## src/hw/rtl/ahm_pkg.sv

```systemverilog
// shared types, constants and command words of the address hash map
`default_nettype none

package ahm_pkg;

  // default geometry of the table
  localparam int unsigned NUM_BUCKETS_DEF = 256;
  localparam int unsigned CHAIN_DEPTH_DEF = 4;

  // word field widths
  localparam int unsigned KIND_W = 2;
  localparam int unsigned KEY_W  = 48;
  localparam int unsigned VAL_W  = 48;

  // hash arithmetic
  localparam int unsigned HASH_W     = 64;
  localparam int unsigned HALF_W     = HASH_W / 2;
  localparam int unsigned HASH_SHIFT = 16;
  localparam logic [HALF_W-1:0] HASH_MULT = 32'd2654435761;

  // remainder unit folds this many hash bits per cycle
  localparam int unsigned MOD_DIGIT = 8;
  localparam logic [2:0]  HASH_LAST = 3'd6;
  localparam logic [2:0]  MOD_LAST  = 3'(HASH_W / MOD_DIGIT - 1);

  // item kinds
  typedef enum logic [KIND_W-1:0] {
    KIND_INSERT = 2'd0,
    KIND_LOOKUP = 2'd1,
    KIND_CLEAR  = 2'd2
  } kind_e;

  // result status codes
  localparam logic STATUS_DONE = 1'b0;
  localparam logic STATUS_FULL = 1'b1;

  // hash unit operations
  typedef enum logic [2:0] {
    HOP_NONE   = 3'd0,
    HOP_MUL_LO = 3'd1,
    HOP_MUL_HI = 3'd2,
    HOP_ADD    = 3'd3,
    HOP_FIN    = 3'd4,
    HOP_MOD    = 3'd5
  } hop_e;

  // controller to datapath
  typedef struct packed {
    logic load;
    hop_e hop;
    logic rd;
    logic sweep;
    logic exec;
  } cmd_t;

  // datapath to controller
  typedef struct packed {
    logic [KIND_W-1:0] in_kind;
    logic              sweep_last;
    logic              out_free;
  } sts_t;

endpackage

`default_nettype wire

```

## src/hw/rtl/ahm_ctrl.sv

```systemverilog
// controller: sequences hash, remainder, bucket access, clearing and results
`default_nettype none

module ahm_ctrl #(
  parameter int unsigned NUM_BUCKETS = ahm_pkg::NUM_BUCKETS_DEF
) (
  input  logic          clk_i,
  input  logic          rst_ni,
  input  logic          in_valid_i,
  output logic          in_ready_o,
  input  ahm_pkg::sts_t sts_i,
  output ahm_pkg::cmd_t cmd_o
);

  localparam int unsigned BW   = $clog2(NUM_BUCKETS);
  localparam bit          POW2 = (NUM_BUCKETS == (1 << BW));

  typedef enum logic [6:0] {
    S_INIT  = 7'b0000001,
    S_IDLE  = 7'b0000010,
    S_HASH  = 7'b0000100,
    S_MOD   = 7'b0001000,
    S_READ  = 7'b0010000,
    S_CLEAR = 7'b0100000,
    S_EXEC  = 7'b1000000
  } state_e;

  state_e     state_q, state_d;
  logic [2:0] cnt_q, cnt_d;

  // next state and commands
  always_comb begin
    state_d    = state_q;
    cnt_d      = cnt_q;
    in_ready_o = 1'b0;
    cmd_o      = '0;
    cmd_o.hop  = ahm_pkg::HOP_NONE;
    case (state_q)
      S_INIT: begin
        cmd_o.sweep = 1'b1;
        if (sts_i.sweep_last) begin
          state_d = S_IDLE;
        end
      end
      S_IDLE: begin
        in_ready_o = 1'b1;
        if (in_valid_i) begin
          cmd_o.load = 1'b1;
          cnt_d      = '0;
          if (sts_i.in_kind inside {ahm_pkg::KIND_INSERT, ahm_pkg::KIND_LOOKUP}) begin
            state_d = S_HASH;
          end else if (sts_i.in_kind == ahm_pkg::KIND_CLEAR) begin
            state_d = S_CLEAR;
          end else begin
            state_d = S_EXEC;
          end
        end
      end
      S_HASH: begin
        // two multiply rounds then the final xor-shift
        case (cnt_q)
          3'd0, 3'd3: cmd_o.hop = ahm_pkg::HOP_MUL_LO;
          3'd1, 3'd4: cmd_o.hop = ahm_pkg::HOP_MUL_HI;
          3'd2, 3'd5: cmd_o.hop = ahm_pkg::HOP_ADD;
          default:    cmd_o.hop = ahm_pkg::HOP_FIN;
        endcase
        cnt_d = cnt_q + 1'b1;
        if (cnt_q == ahm_pkg::HASH_LAST) begin
          cnt_d   = '0;
          state_d = POW2 ? S_READ : S_MOD;
        end
      end
      S_MOD: begin
        cmd_o.hop = ahm_pkg::HOP_MOD;
        cnt_d     = cnt_q + 1'b1;
        if (cnt_q == ahm_pkg::MOD_LAST) begin
          state_d = S_READ;
        end
      end
      S_READ: begin
        cmd_o.rd = 1'b1;
        state_d  = S_EXEC;
      end
      S_CLEAR: begin
        cmd_o.sweep = 1'b1;
        if (sts_i.sweep_last) begin
          state_d = S_EXEC;
        end
      end
      S_EXEC: begin
        if (sts_i.out_free) begin
          cmd_o.exec = 1'b1;
          state_d    = S_IDLE;
        end
      end
      default: state_d = S_IDLE;
    endcase
  end

  // state registers
  always_ff @(posedge clk_i or negedge rst_ni) begin
    if (!rst_ni) begin
      state_q <= S_INIT;
      cnt_q   <= '0;
    end else begin
      state_q <= state_d;
      cnt_q   <= cnt_d;
    end
  end

endmodule

`default_nettype wire

```

## config.mk

```make
export PLATFORM = sky130hd
export DESIGN_NAME = ahm_ctrl
export DESIGN_NICKNAME = d
export VERILOG_FILES = /design/src/hw/rtl/ahm_pkg.sv /design/src/hw/rtl/ahm_ctrl.sv
export SDC_FILE = /design/constraint.sdc
export NUM_CORES = 1
export LEC_CHECK = 0
export ABC_AREA = 1
export BUFFER_PORTS_ARGS = -buffer_cell sky130_fd_sc_hd__buf_2
export CAP_MARGIN = 5
export CORE_MARGIN = 2
export CORE_UTILIZATION = 45
export CTS_CLUSTER_DIAMETER = 80
export CTS_CLUSTER_SIZE = 28
export DETAILED_ROUTE_END_ITERATION = 10
export GPL_TIMING_DRIVEN = 0
export PLACE_DENSITY = 0.71
export SYNTH_ARGS = -nofsm -noshare
export SYNTH_HDL_FRONTEND = slang
export SYNTH_SLANG_ARGS = --single-unit
```

## constraint.sdc

```tcl
create_clock -name clk_i -period 1.08 [get_ports clk_i]
set_input_delay 0.108 -clock clk_i [delete_from_list [all_inputs] [get_ports clk_i]]
set_output_delay 0.108 -clock clk_i [all_outputs]
set_load 0.05 [all_outputs]
```

======== After elaboration in Yosys (flattened, before gate mapping) ========
Cells that the tools add are included.
word-level totals
  register bits after elaboration ......... 10
  word-level logic and storage cells ...... 56
operators by class
  $add $sub $neg .......................... 1
  equality and inequality tests ........... 22
  multiplexer cells ....................... 21
  reduce and logical (&&, ||, !) cells .... 10
operator list
  cell                                           number
  2-to-1 mux 7 bit                               8
  case mux 7 bit (7 select lines)                1
  case mux 3 bit (3 select lines)                2
  == test 3 bit, second input constant           4
  != test 2 bit, second input constant           6
  OR reduction 2 bit                             4
  == test 7 x 1 -> 1 bit, second input constant  1
  == test 7 x 2 -> 1 bit, second input constant  1
  == test 7 x 3 -> 1 bit, second input constant  1
  == test 7 x 4 -> 1 bit, second input constant  1
  == test 7 x 5 -> 1 bit, second input constant  1
  == test 7 x 6 -> 1 bit, second input constant  1
  == test 7 bit, second input constant           1
  2-to-1 mux 1 bit                               7
  == test 3 x 2 -> 1 bit, second input constant  2
  2-to-1 mux 3 bit                               2
  case mux 3 bit (2 select lines)                1
  AND reduction 6 bit                            1
  adder 3 x 1 -> 3 bit, second input constant    1
  == test 3 x 1 -> 1 bit, second input constant  1
  zero test 3 bit                                1
  nonzero test 3 bit                             1
  == test 2 x 1 -> 1 bit, second input constant  1
  == test 2 bit, second input constant           1
  other kinds (3)                                3

======== Longest topological paths before layout ========
  depth after elaboration ................. 5
  mapped depth ............................ 8
  gate-level depth less buffers ........... 8

======== Worst setup path before layout ========
OpenSTA, ideal clock, no wires.
  path kind ............................... reg2out
  start ................................... register state_q[6]
  end ..................................... output cmd_o[5] (netlist name)
  arrival time ............................ 1761 ps
  required time ........................... 972 ps
  path slack .............................. -789 ps
  stages on the path, launching flop included .. 4
  path buffers ............................ 0
  cells stage by stage .................... dfrtp_1 > nor2_2 > nand3_2 > nor3_1
RTL lines
  item                      line             RTL
  start: declaration        ahm_ctrl.sv:28   state_e state_q, state_d;
  start signal: assignment  ahm_ctrl.sv:106  state_q <= state_d;
  end: declaration          ahm_ctrl.sv:12   output ahm_pkg::cmd_t cmd_o

======== Worst setup path after layout ========
  start ................................... register state_q[0]
  end ..................................... register state_q[4]
on the way
  word-level cells in the longest chain between the ends .. 3
ends and longest elaborated chain
  item                                                  line            RTL
  == test 7 x 4 -> 1 bit, or another cell as far along  ahm_ctrl.sv:38  case (state_q)
  != test 2 bit (no source line)                        n/a
  AND reduction 6 bit (no source line)                  n/a
Several ways; a longest one is shown, not always the timed one.
A chain may end at the register's enable or synchronous reset.

==> results.yml <==
outcome:
  outcome: "complete, but fails checks"
  violations: "setup timing"
yosys:
  synth.avg_cell_area_sq_um: 6.88
  synth_area_leaders: "dfrtp_1 (32%), nand2_1 (12%), inv_1 (10%), nand3_1 (6.3%), nor2_1 (5.3%)"
  syn-instance-count: 92
  ys_types: 19
  synth_area_sq_um: 633
  syn_nets: 100
  ys_warn_count: 0
  synth_seq_cells: 9
  yosysTopAreaCellShare: 0.316
  ys_seq_area_frac: 0.358
  yosysTopAreaCell: "dfrtp_1"
sta:
  setup_viol: 17
  fmax_ghz: 0.631
  max-slew-margin-rel: 0.781
  min_period_ns: 1.58
  finClkSkew_ns: 0.00480
  period_share: 1.47
  finalHoldViolations: 0
  rsz0062_at_grt: "yes"
  finalSetupTns_ns: -6.19
  tightest_slew_ns: 0.326
  fin_ws_ns: -0.504
  timing.hold.ws_ns: 0.144
  drv_slew: 0
route:
  ant_nets: 0
  routed_wl_microns: 2570
  vias: 835
  viasPerCell: 5.60
  firstDrtPassIters: 4
  remaining_drc_errors: 0
  drtIter0Drc: 49
  post_drt_wl_per_cell_microns: 17.2
clocking:
  clockBufferDepth: 2
  cts_tree: "built"
  cts_buffers: 3
  cts.sinks: 9
  clk_latency_ns: 0.27
  root_buffer: "clkbuf_4"
  cts-htree-levels: 1
  clk_pin_slew_worst_paths_ns: 0.07
global_route:
  grt-ovfl-total: 0
  grt_pass1_wl_microns: 3390
  grt_pass1_vias: 754
  grt_max_degree: 10
  grt_usage: 0.260
  antenna_found_initial: 0
power:
  peakVddDrop_mv: 2.01
  p_per_area_mw_per_mm2: 3100
  leakagePower_nw: 0.601
  finalPower_mw: 3.74
critical_path:
  critPathRequiredTime_ns: 1.27
  crit_path_end_kind: "flop"
  arrival_ns: 1.77
  cp_max_fo: 3
  crit_type: "reg2reg"
  cp-start-kind: "flop"
floorplanning:
  die_area_sq_mm: 0.00172
  core_area_sq_mm: 0.00130
  rows: 13
  ioPinCount: 15
  start_util: 0.487
  die_h_microns: 41.5
  die_w_microns: 41.5
cells_and_area:
  fillers: 42
  most-common-layout-cells: "buf_4 (17), inv_1 (14), nand2_1 (14)"
  regArea_sq_um: 231
  multiInputGateArea_sq_um: 519
  fin_cells: 149
  n_antenna_cell: 0
  final_area_sq_mm: 0.00121
  final_layout_size_suffix_gt1_frac: 0.642
  utilization: 0.927
  final_common_cell: "buf_4"
  fin_nets: 143
  area_growth_syn_to_layout_pct: 90.5
place:
  hpwl_microns: 1110
  place_inst: 121
  port-buffer-count: 14
  placed_area_sq_um: 781
  gp_congestion: 0.818
  place_ws_ns: -0.468
min_path:
  hold_class: "in2reg"
run:
  drv_cap: 0
repair_timing:
item,in CTS,in global routing
hold buffers,1,0
buffers inserted,16,7
hold endpoints to repair,9,0
resized for setup,43,18
pin swaps,13,3
endpoints found under the setup margin,16,17
cell type report:
| class | instances | area share |
|---|---|---|
| Multi-Input combinational cell | 64 | 0.430 |
| Timing Repair Buffer | 38 | 0.276 |
| Sequential cell | 9 | 0.192 |
| Inverter | 19 | 0.0633 |
| Clock buffer | 3 | 0.0187 |
| Tap cell | 15 | 0.0156 |
| Clock inverter | 1 | 0.00415 |
critical path, stage by stage, from the launching register on:
cell     delay [ns]
dfstp_2        0.58
nor2_4         0.06
buf_4          0.13
buf_6          0.11
nand4_1        0.17
nand2_2        0.09
nor2_4         0.14
nand2_1        0.09
nor2_1         0.13
cell usage after synthesis:
| master | count |
|---|---|
| nor2_1 | 9 |
| nand3_1 | 8 |
| nor2_2 | 4 |
| inv_1 | 17 |
| nor2_4 | 2 |
| ha_1 | 1 |
| nor3_2 | 1 |
| o21ai_1 | 5 |
| xnor2_1 | 1 |
| nor3_1 | 1 |
| a21oi_1 | 3 |
| dfrtp_1 | 8 |
| inv_2 | 2 |
| nand3_2 | 1 |
| nand2_1 | 20 |
| o21ai_2 | 1 |
| dfstp_2 | 1 |
| nand2_2 | 2 |
| nand4_1 | 5 |
metal layers:
metal / vias up / GRT usage / part of all wire
li1: 379 / - / -
met1: 411 / 0.329 / 0.41
met2: 38 / 0.434 / 0.51
met3: 7 / 0.0391 / 0.060
met4: 0 / 0.116 / 0.018
met5: - / 0 / 0
where the power goes:
| part | leakage (nW) | total (mW) | switching [mW] | internal (mW) |
|---|---|---|---|---|
| logic | 0.473 | 2.84 | 1.64 | 1.20 |
| registers | 0.111 | 0.623 | 0.169 | 0.453 |
| clock network | 0.0177 | 0.274 | 0.137 | 0.137 |
cell families (layout without fill, tap and decap cells):
| logic type | count (synthesis) | count (layout) | synth area share |
|---|---|---|---|
| simple gates | 53 | 53 | 0.419 |
| flops | 9 | 9 | 0.358 |
| compound gates | 9 | 9 | 0.0771 |
| buf+inv | 19 | 61 | 0.113 |
| xor+xnor | 1 | 1 | 0.0138 |
| fa+ha+maj | 1 | 1 | 0.0198 |
flip-flops by register name (all words and copies together), names as in the netlist:
name	cells
cnt_q	3
state_q	6
worst paths after layout:
| path | depth (start not counted) | slack, ns | endpoint | startpoint |
|---|---|---|---|---|
| max reg2reg | 8 | -0.50 | state_q[4] | state_q[0] |
| max | 8 | -0.50 | state_q[4] | state_q[0] |
| min in group asynchronous | 2 | 0.23 | cnt_q[1] | rst_ni |
| min | 4 | 0.14 | state_q[2] | sts_i[3] |
| min reg2reg | 1 | 0.55 | cnt_q[0] | cnt_q[0] |
| max in group asynchronous | 2 | 0.60 | state_q[0] | rst_ni |
Power figures use the tool's default switching activity.
